### config.mk
export PLATFORM = sky130hd
export DESIGN_NAME = line_block_density_selector_unit
export DESIGN_NICKNAME = d
export VERILOG_FILES = /design/src/rtl/lbds_pkg.sv /design/src/rtl/lbds_cell.sv /design/src/rtl/lbds_decide.sv /design/src/rtl/line_block_density_selector_unit.sv
export SDC_FILE = /design/constraint.sdc
export NUM_CORES = 1
export LEC_CHECK = 0
export BUFFER_PORTS_ARGS = -buffer_cell sky130_fd_sc_hd__buf_4
export CAP_MARGIN = 20
export CORE_UTILIZATION = 58
export CTS_CLUSTER_SIZE = 24
export DETAILED_ROUTE_END_ITERATION = 8
export GPL_TIMING_DRIVEN = 0
export PLACE_DENSITY = 0.85
export SLEW_MARGIN = 10
export SYNTH_ARGS = -nofsm -noshare
export SYNTH_HDL_FRONTEND = slang
export SYNTH_HIERARCHICAL = 1
export SYNTH_SLANG_ARGS = --single-unit
### constraint.sdc
create_clock -name clk_i -period 5.65 [get_ports clk_i]
set_clock_uncertainty 0.15 [all_clocks]
set_input_delay 0.565 -clock clk_i [delete_from_list [all_inputs] [get_ports clk_i]]
set_output_delay 0.565 -clock clk_i [all_outputs]
set_load 0.02 [all_outputs]
### src/rtl/lbds_pkg.sv
// ----------------------------------------------------------------------------
// Line block density selector package
// Shared widths, the threshold reset value and the item type that moves
// along the chain of line cells.
// ----------------------------------------------------------------------------
package lbds_pkg;

  // Width of one stripped line length.
  localparam int unsigned LenW = 12;

  // Width of the threshold register.
  localparam int unsigned ThrW = 14;

  // Threshold value after reset.
  localparam logic [ThrW-1:0] ThrReset = 14'd172;

  // One held line: its length, the document end mark and a valid bit.
  typedef struct packed {
    logic            valid;
    logic            last;
    logic [LenW-1:0] len;
  } lbds_item_t;

endpackage : lbds_pkg

### src/rtl/lbds_cell.sv
// ----------------------------------------------------------------------------
// Line cell
// One stage of the line chain. It holds one line item and takes the item of
// its neighbour whenever the chain advances.
// ----------------------------------------------------------------------------
module lbds_cell (
  input  logic               clk_i,
  input  logic               rst_ni,
  input  logic               shift_i,
  input  lbds_pkg::lbds_item_t d_i,
  output lbds_pkg::lbds_item_t q_o
);
  import lbds_pkg::*;

  logic            valid_q;
  logic            last_q;
  logic [LenW-1:0] len_q;

  // The valid bit is control state and is cleared by reset.
  always_ff @(posedge clk_i or negedge rst_ni) begin
    if (!rst_ni) begin
      valid_q <= 1'b0;
    end else if (shift_i) begin
      valid_q <= d_i.valid;
    end
  end

  // The payload only matters while the valid bit is set.
  always_ff @(posedge clk_i) begin
    if (shift_i) begin
      last_q <= d_i.last;
      len_q  <= d_i.len;
    end
  end

  assign q_o = '{valid: valid_q, last: last_q, len: len_q};

endmodule : lbds_cell

### src/rtl/lbds_decide.sv
// ----------------------------------------------------------------------------
// Segment decision
// Looks at the window of lines in front of the head line, forms the block
// sum and the block occupancy flags, and decides whether the head line is
// included and whether it opens a segment. Holds the segment state.
// ----------------------------------------------------------------------------
module lbds_decide #(
  parameter int unsigned WINDOW    = 3,
  parameter int unsigned LOOKAHEAD = 3,
  localparam int unsigned Depth    = LOOKAHEAD + WINDOW
) (
  input  logic                       clk_i,
  input  logic                       rst_ni,
  input  logic                       decide_i,
  input  lbds_pkg::lbds_item_t       window_i [Depth],
  input  logic [lbds_pkg::ThrW-1:0]  threshold_i,
  output logic                       include_o,
  output logic                       start_o
);
  import lbds_pkg::*;

  localparam int unsigned SumW = LenW + $clog2(WINDOW);
  localparam int unsigned CmpW = (SumW > ThrW) ? SumW : ThrW;

  logic [Depth-1:0]     line_nz;
  logic [Depth-1:0]     line_valid;
  logic [LOOKAHEAD:0]   blk_nz;
  logic [SumW-1:0]      sum0;
  logic                 doc_final;
  logic                 last_block;
  logic                 surge;
  logic                 in_seg_q, in_seg_d;
  logic                 prev_nz_q, prev_nz_d;

  // Per-line flags: held, nonblank, and whether the document end is in view.
  always_comb begin
    doc_final = 1'b0;
    for (int i = 0; i < Depth; i++) begin
      line_valid[i] = window_i[i].valid;
      line_nz[i]    = window_i[i].valid && (window_i[i].len != '0);
      doc_final     = doc_final | (window_i[i].valid & window_i[i].last);
    end
  end

  // A block is nonzero when it is complete and holds a nonblank line.
  always_comb begin
    for (int k = 0; k <= LOOKAHEAD; k++) begin
      blk_nz[k] = line_valid[k+WINDOW-1] && (|line_nz[k +: WINDOW]);
    end
  end

  // Sum of the block that starts at the head line.
  always_comb begin
    sum0 = '0;
    for (int i = 0; i < WINDOW; i++) begin
      sum0 = sum0 + SumW'(window_i[i].len);
    end
  end

  // The last complete block of the document starts at the head line.
  assign last_block = doc_final && line_valid[WINDOW-1] && !line_valid[WINDOW];

  // A surge needs a full head block above threshold and busy blocks after it.
  assign surge = line_valid[WINDOW-1] &&
                 (CmpW'(sum0) > CmpW'(threshold_i)) &&
                 (&blk_nz[LOOKAHEAD:1]);

  // Decision for the head line and the next segment state.
  always_comb begin
    include_o = 1'b0;
    start_o   = 1'b0;
    in_seg_d  = in_seg_q;
    prev_nz_d = prev_nz_q;
    if (!line_valid[WINDOW-1]) begin
      in_seg_d = 1'b0;
    end else if (in_seg_q) begin
      include_o = line_nz[0] || prev_nz_q;
      prev_nz_d = line_nz[0];
      if ((!blk_nz[0] && !blk_nz[1]) || last_block) begin
        in_seg_d = 1'b0;
      end
    end else if (surge) begin
      start_o   = 1'b1;
      include_o = line_nz[0];
      prev_nz_d = line_nz[0];
      in_seg_d  = !last_block;
    end
    // The end of a document returns the segment state to its reset value.
    if (window_i[0].last) begin
      in_seg_d  = 1'b0;
      prev_nz_d = 1'b0;
    end
  end

  // Segment state moves only when a head line is decided.
  always_ff @(posedge clk_i or negedge rst_ni) begin
    if (!rst_ni) begin
      in_seg_q  <= 1'b0;
      prev_nz_q <= 1'b0;
    end else if (decide_i) begin
      in_seg_q  <= in_seg_d;
      prev_nz_q <= prev_nz_d;
    end
  end

endmodule : lbds_decide

### src/rtl/line_block_density_selector_unit.sv
// ----------------------------------------------------------------------------
// Line block density selector
// Marks the content lines of a document from stripped line lengths. Lines
// pass along a chain of cells; the head line is decided from the block sums
// and block occupancy of the lines behind it.
// ----------------------------------------------------------------------------
// Throughput: one line item per cycle while results are taken and no drain runs.
// Latency: a line's result is presented in the cycle after the item that comes
// LOOKAHEAD+WINDOW-1 lines later is taken, or a bubble in a drain, set by the
// length of the cell chain. After a final line the chain drains on bubbles
// until that line is out, whatever the number of held lines, and takes no item.
// Reset empties the chain, clears the segment state and sets the threshold to 172.
module line_block_density_selector_unit #(
  parameter int unsigned WINDOW    = 3,
  parameter int unsigned LOOKAHEAD = 3
) (
  input  logic                      clk_i,
  input  logic                      rst_ni,
  // Configuration write channel.
  input  logic                      cfg_valid_i,
  output logic                      cfg_ready_o,
  input  logic [lbds_pkg::ThrW-1:0] cfg_surge_threshold_i,
  // Line input channel.
  input  logic                      in_valid_i,
  output logic                      in_ready_o,
  input  logic [lbds_pkg::LenW-1:0] line_length_i,
  input  logic                      last_line_i,
  // Result output channel.
  output logic                      out_valid_o,
  input  logic                      out_ready_i,
  output logic                      include_line_o,
  output logic                      segment_start_o,
  output logic                      last_result_o
);
  import lbds_pkg::*;

  localparam int unsigned Depth = LOOKAHEAD + WINDOW;

  lbds_item_t       window [Depth];
  logic [Depth-2:0] cell_valid;
  logic [Depth-2:0] cell_last;
  logic             draining;
  logic             can_load;
  logic             in_fire;
  logic             advance;
  logic             decide;
  logic             dec_include;
  logic             dec_start;
  logic [ThrW-1:0]  thr_q;
  logic             out_valid_q;
  logic             include_q;
  logic             start_q;
  logic             last_q;

  // Threshold register; writes are always taken.
  assign cfg_ready_o = 1'b1;

  always_ff @(posedge clk_i or negedge rst_ni) begin
    if (!rst_ni) begin
      thr_q <= ThrReset;
    end else if (cfg_valid_i) begin
      thr_q <= cfg_surge_threshold_i;
    end
  end

  // Chain control: advance on a new item, or on a bubble while draining.
  assign draining   = |(cell_valid & cell_last);
  assign can_load   = !out_valid_q || out_ready_i;
  assign in_ready_o = can_load && !draining;
  assign in_fire    = in_valid_i && in_ready_o;
  assign advance    = in_fire || (draining && can_load);
  assign decide     = advance && window[0].valid;

  // The incoming item sits at the tail of the window.
  assign window[Depth-1] = '{valid: in_fire, last: last_line_i, len: line_length_i};

  // Chain of line cells, each fed by its neighbour towards the tail.
  for (genvar i = 0; i < Depth - 1; i++) begin : g_cell
    lbds_cell u_cell (
      .clk_i   (clk_i),
      .rst_ni  (rst_ni),
      .shift_i (advance),
      .d_i     (window[i+1]),
      .q_o     (window[i])
    );
    assign cell_valid[i] = window[i].valid;
    assign cell_last[i]  = window[i].last;
  end

  // Decision for the head line.
  lbds_decide #(
    .WINDOW    (WINDOW),
    .LOOKAHEAD (LOOKAHEAD)
  ) u_decide (
    .clk_i       (clk_i),
    .rst_ni      (rst_ni),
    .decide_i    (decide),
    .window_i    (window),
    .threshold_i (thr_q),
    .include_o   (dec_include),
    .start_o     (dec_start)
  );

  // Output register holding one result item.
  always_ff @(posedge clk_i or negedge rst_ni) begin
    if (!rst_ni) begin
      out_valid_q <= 1'b0;
    end else if (decide) begin
      out_valid_q <= 1'b1;
    end else if (out_ready_i) begin
      out_valid_q <= 1'b0;
    end
  end

  always_ff @(posedge clk_i) begin
    if (decide) begin
      include_q <= dec_include;
      start_q   <= dec_start;
      last_q    <= window[0].last;
    end
  end

  assign out_valid_o     = out_valid_q;
  assign include_line_o  = include_q;
  assign segment_start_o = start_q;
  assign last_result_o   = last_q;

  // No item is taken while a final line is still held in the chain.
  assert property (@(posedge clk_i) disable iff (!rst_ni)
    draining |-> !in_ready_o)
    else $error("item accepted while the chain drains");

  // An accepted final line always starts a drain.
  assert property (@(posedge clk_i) disable iff (!rst_ni)
    (in_fire && last_line_i) |=> draining)
    else $error("final line did not start a drain");

  // Outside a drain a held head line means the whole chain is full.
  assert property (@(posedge clk_i) disable iff (!rst_ni)
    (cell_valid[0] && !draining) |-> (&cell_valid))
    else $error("gap in the line chain");

endmodule : line_block_density_selector_unit

==> results of run 1 <==
-- timing repair --
item                                   in CTS  in global routing
endpoints found under the hold margin      18                  0
resized for setup                           0                  0
setup buffers                               0                  0
hold buffers                                1                  0
-- flip-flops by register name (all words and copies together) (netlist names) --
name	cells
g_cell.u_cell/valid_q	5
out_valid_o	1
g_cell.u_cell/last_q	5
u_decide/in_seg_q	1
include_line_o	1
thr_q	14
g_cell.u_cell/len_q	60
last_result_o	1
u_decide/prev_nz_q	1
segment_start_o	1
-- layer usage --
layer	wire length (um)	track usage
met1	2950	0.229
met2	4040	0.375
met3	352	0.0443
met4	177	0.0981
met5	0	0
-- Yosys cell counts (7+ instances only) --
cell,number
dfrtp_1,18
a21oi_1,11
nand3_1,8
nor2_1,10
nand2_1,11
nor3_1,7
fa_1,13
nor4_1,18
edfxtp_1,68
mux2_2,14
ha_1,25
inv_1,30
buf_4,11
o21ai_0,7
-- area by class of cell --
type	instances	share of cell area
Buffer	13	0.0182
Clock buffer	9	0.0247
Clock inverter	7	0.0125
Inverter	30	0.0225
Multi-Input combinational cell	187	0.322
Sequential cell	90	0.519
Tap cell	99	0.0247
Timing Repair Buffer	37	0.0560
-- kinds of logic (layout without fill, tap and decap cells) --
group,Yosys count,after routing,synth area share
AO/OA/AOI/OAI,44,44,0.0692
XOR/XNOR,8,8,0.0159
adder cells (fa/ha/maj),38,38,0.130
buffers and inverters,43,96,0.0462
flip-flops,90,90,0.589
multiplexers,20,20,0.0550
other,1,1,0.000850
AND/OR/NAND/NOR,76,76,0.0944
-- per-stage QoR --
| step | hold slack, ns | setup slack (ns) | instances | cell area (um2) | utilization |
|---|---|---|---|---|---|
| after floorplan | 0.119 | 1.69 | 320 | 4410 | - |
| after global placement | 0.282 | 1.19 | 455 | 4810 | 0.659 |
| after detailed placement | 0.284 | 0.997 | 455 | 4810 | 0.660 |
| after CTS | 0.225 | 0.969 | 472 | 5010 | 0.687 |
| after global routing | 0.219 | 0.711 | 472 | 5010 | 0.687 |
| final | 0.243 | 0.944 | 472 | 5010 | 0.687 |
-- worst max-delay path, delay by kind of cell, from the launching register on --
family,cells,cell delay (ns)
and+or+nand+nor,4,0.65
buffers and inverters,3,0.20
adders and majority gates,4,1.38
AOI/OAI and AO/OA,9,1.72
DFF,1,0.40
-- final timing paths --
check                                           startpoint                         end  slack [ns]  depth (start not counted)
worst max-delay path             g_cell[2].u_cell/len_q[1]              include_line_o        0.94                         20
worst min-delay path                      line_length_i[3]   g_cell[4].u_cell/len_q[3]        0.24                          1
worst max register to register   g_cell[2].u_cell/len_q[1]              include_line_o        0.94                         20
worst min register to register  g_cell[4].u_cell/len_q[11]  g_cell[3].u_cell/len_q[11]        0.31                          0
max in group asynchronous                           rst_ni                    thr_q[5]        4.58                          2
min in group asynchronous                           rst_ni                    thr_q[1]        0.49                          2
==> results.json, run 1 <==
{
  "fillers": 515,
  "cts_root_buf": "clkbuf_8",
  "numPortBuffers": 36,
  "max_freq_mhz": 212,
  "syn_inst": 320,
  "synthesis.nets": 390,
  "layout_commonest_cell": "edfxtp_1",
  "setup_tns_ns": 0,
  "drive_above_1_share": 0.249,
  "synth_area_um2": 4410,
  "syn_area_per_cell_um2": 13.8,
  "cts_max_level": 3,
  "hold_violations": 0,
  "slew_headroom": 0.409,
  "grt_overflow_total": 0,
  "ys_ff_latch": 90,
  "setup_viol": 0,
  "antenna_found_initial": 0,
  "rows": 31,
  "maxCapViolCount": 0,
  "grt_max_degree": 71,
  "layout_common_cells": "68 x edfxtp_1, 47 x buf_4, 30 x inv_1",
  "cts_buffers": 9,
  "boundaryPins": 38,
  "critical_path_class": "flip-flop to flip-flop",
  "ys_top_cells_by_area": "edfxtp_1 46%, dfrtp_1 10%, ha_1 7.1%",
  "timing.final.crit_share": 0.833,
  "core-area_um2": 7290,
  "drv_slew": 0,
  "rsz0062_at_grt": "false",
  "drtIter0Drc": 129,
  "yosysWarningCount": 6,
  "dr.pass1.iters": 6,
  "synth_ff_type": "edfxtp_1",
  "drt-total-wl_um": 7520,
  "worstPathCellList": "inv_1, fa_1, inv_1, ha_1, inv_1, fa_1, nor2b_4, o21ai_2, a21boi_2, o21ai_2, a21oi_2, or4_1, o211ai_1, ha_1, nand3_1, nor3_1, o31ai_1, a21boi_0, a22o_1, a21boi_0",
  "async_flop_share": 0.244,
  "clockBufferDepth": 2,
  "grt_pass1_wl_um": 11800,
  "hold_class": "input pin to flip-flop",
  "avgRoutedWirePerCell_um": 15.9,
  "ys_seq_area_frac": 0.589,
  "ant_nets": 0,
  "place_congestion": 0.839,
  "critPathMaxStageDelay_ns": 0.47,
  "drc_errors": 0,
  "grt_pass1_vias": 2697,
  "status": "complete, no violations",
  "arrival_ns": 4.71,
  "ys_types": 51,
  "tritoncts": "yes",
  "multi_input_area_um2": 1610,
  "cts.sinks": 90,
  "seqCellArea_um2": 2600,
  "crit_required_ns": 5.66,
  "synth_top_area_cell": "edfxtp_1",
  "clk_pin_slew_ns": 0.09,
  "crit_path_frequent_cell": "inv_1",
  "fin_nets": 438,
  "via_count": 2624,
  "netlist.area_leader.share": 0.463,
  "fp.dieW_um": 89.2,
  "hpwl_um": 5750,
  "worstPathMaxFanout": 3,
  "viasPerCell": 5.56,
  "diodes": 0,
  "die_y_um": 89.2,
  "syn2layout_area_growth_pct": 13.4,
  "fin_crit_ns": 4.71,
  "start_kind": "flip-flop",
  "synth_edf_count": 68,
  "dieArea_um2": 7960,
  "slowest_stage": "fa_1",
  "cp-end-kind": "flip-flop",
  "grt.total_usage": 0.206,
  "max_slew.worst_pin.slew_ns": 0.886,
  "clock_latency_ns": 0.35,
  "start_util": 0.605
}
Power of run 1 is left out: the tool's default activity adds up to more than one toggle a clock period on the data nets, which glitch-free logic cannot reach.
==> run 2, diff against run 1 <==
- CORE_UTILIZATION: 58 -> 54
- PLACE_DENSITY: 0.85 -> 0.83
- clock period: 5.65 -> 3.78 ns (I/O delays scaled with it)
==> run 2 against run 1 <==
Against the previous run: the flow now finishes with violations (negative setup slack); setup slack lost 1.4 ns; design area grew 4.2%; highest routed layer unchanged; fmax grew 11%; global-route usage shrank 1.3 points; largest cell class unchanged; via count grew 3.1%; count of clock-buffer cells in the layout is the same; critical path depth is the same; core utilization shrank 1.8 points; sequential share of layout area shrank 2.1 points; die area grew 7.2%.
==> results.json, run 2 (synthesized netlist as in run 1, its figures left out) <==
{
  "status": "complete, but fails checks",
  "violations": "negative setup slack",
  "grt_overflow_total": 0,
  "layout_common_cells": "68 x edfxtp_1, 60 x buf_4, 27 x inv_1",
  "arrival_ns": 4.33,
  "grt_pass1_wl_um": 12300,
  "fillers": 545,
  "avgRoutedWirePerCell_um": 15.5,
  "numPortBuffers": 36,
  "viasPerCell": 5.54,
  "start_kind": "flip-flop",
  "cts_root_buf": "clkbuf_8",
  "boundaryPins": 38,
  "grt.total_usage": 0.192,
  "cp-end-kind": "flip-flop",
  "drv_slew": 0,
  "max_freq_mhz": 235,
  "crit_required_ns": 3.86,
  "drive_above_1_share": 0.316,
  "slew_headroom": 0.407,
  "fin_util": 0.668,
  "rows": 32,
  "seqCellArea_um2": 2600,
  "start_util": 0.565,
  "dr.pass1.iters": 5,
  "diodes": 0,
  "hold_violations": 0,
  "setup_viol": 4,
  "fp.dieW_um": 92.4,
  "fin_nets": 451,
  "drt-total-wl_um": 7580,
  "largest_reg_flops": 60,
  "antenna_found_initial": 0,
  "setup_tns_ns": -1.78,
  "clockBufferDepth": 2,
  "multi_input_area_um2": 1690,
  "drtIter0Drc": 79,
  "setup_ws_ns": -0.470,
  "rsz0062_at_grt": "true",
  "maxCapViolCount": 0,
  "cts.sinks": 90,
  "fin_crit_ns": 4.25,
  "holdWs_ns": 0.0481,
  "grt_pass1_vias": 2786,
  "dieArea_um2": 8540,
  "syn2layout_area_growth_pct": 18.2,
  "place_congestion": 0.831,
  "grt_max_degree": 71,
  "max_slew.worst_pin.slew_ns": 0.890,
  "clock_latency_ns": 0.36,
  "largestRegisters": "g_cell.u_cell/len_q (60), thr_q (14)",
  "worstPathMaxFanout": 3,
  "top_register": "g_cell.u_cell/len_q",
  "hpwl_um": 5550,
  "cts_buffers": 9,
  "drc_errors": 0,
  "hold_class": "input pin to flip-flop",
  "ant_nets": 0,
  "timing.final.crit_share": 1.12,
  "tritoncts": "yes",
  "critical_path_class": "flip-flop to flip-flop",
  "layout_commonest_cell": "edfxtp_1",
  "via_count": 2705,
  "die_y_um": 92.4,
  "cts_max_level": 3,
  "core-area_um2": 7810,
  "clk_pin_slew_ns": 0.09
}
run 2: changes by cell type in the layout (fill, tap and decap cells not counted), sizes merged:
cell,delta
buf,+13
inv,-1
bufinv,+2
clkinvlp,-1
run 2: per-layer routing:
layer	global-route usage	vias up	wire (um)	share of wire
met3	0.0558	15	387	0.051
li1	-	1310	-	-
met1	0.204	1313	3020	0.40
met2	0.355	67	4020	0.53
met4	0.0768	0	142	0.019
met5	0	-	0	0
run 2: through the flow:
step / area, um2 / setup WS [ns] / cells
after floorplan: 4430 / -0.00509 / 320
final: 5220 / -0.470 / 488
after global routing: 5220 / -0.679 / 488
after CTS: 5160 / -0.450 / 483
after detailed placement: 4830 / -0.593 / 458
after global placement: 4830 / -0.442 / 458
run 2: layout make-up:
class | instances | share of cell area
flip-flops and latches | 90 | 0.498
repair buffers | 50 | 0.0724
clock inverters | 7 | 0.0189
clock buffers | 9 | 0.0237
multi-input cells | 187 | 0.324
well taps | 102 | 0.0245
inverters | 30 | 0.0216
plain buffers | 13 | 0.0175
run 2: critical path, cell delays in order (launching register included):
cell	delay, ns
edfxtp_1	0.36
inv_1	0.06
fa_1	0.53
inv_1	0.04
ha_2	0.17
buf_4	0.13
a21o_1	0.18
a21oi_2	0.18
o21a_1	0.15
nor3_2	0.05
a41oi_1	0.28
a21oi_1	0.12
xor2_1	0.16
ha_1	0.32
nand3_2	0.11
nor3_4	0.23
o31ai_2	0.14
a21boi_4	0.20
a22o_1	0.22
mux2i_1	0.22
o2bb2ai_1	0.12
run 2: final timing paths:
| kind | start | endpoint | slack (ns) | cells after the start |
|---|---|---|---|---|
| worst max-delay path | g_cell[0].u_cell/len_q[1] | u_decide/prev_nz_q | -0.47 | 20 |
| worst min-delay path | line_length_i[3] | g_cell[4].u_cell/len_q[3] | 0.05 | 1 |
| worst max register to register | g_cell[0].u_cell/len_q[1] | u_decide/prev_nz_q | -0.47 | 20 |
| worst min register to register | g_cell[4].u_cell/len_q[2] | g_cell[3].u_cell/len_q[2] | 0.31 | 0 |
| max in group asynchronous | rst_ni | thr_q[3] | 2.89 | 2 |
| min in group asynchronous | rst_ni | out_valid_o | 0.30 | 2 |
run 2: timing repair:
action,CTS,global route
endpoints found under the hold margin,18,0
pin swaps,15,10
endpoints found under the setup margin,4,4
gates resized for setup,10,8
buffers inserted,10,5
hold buffers,1,0
Power of run 2 is left out for the same reason.
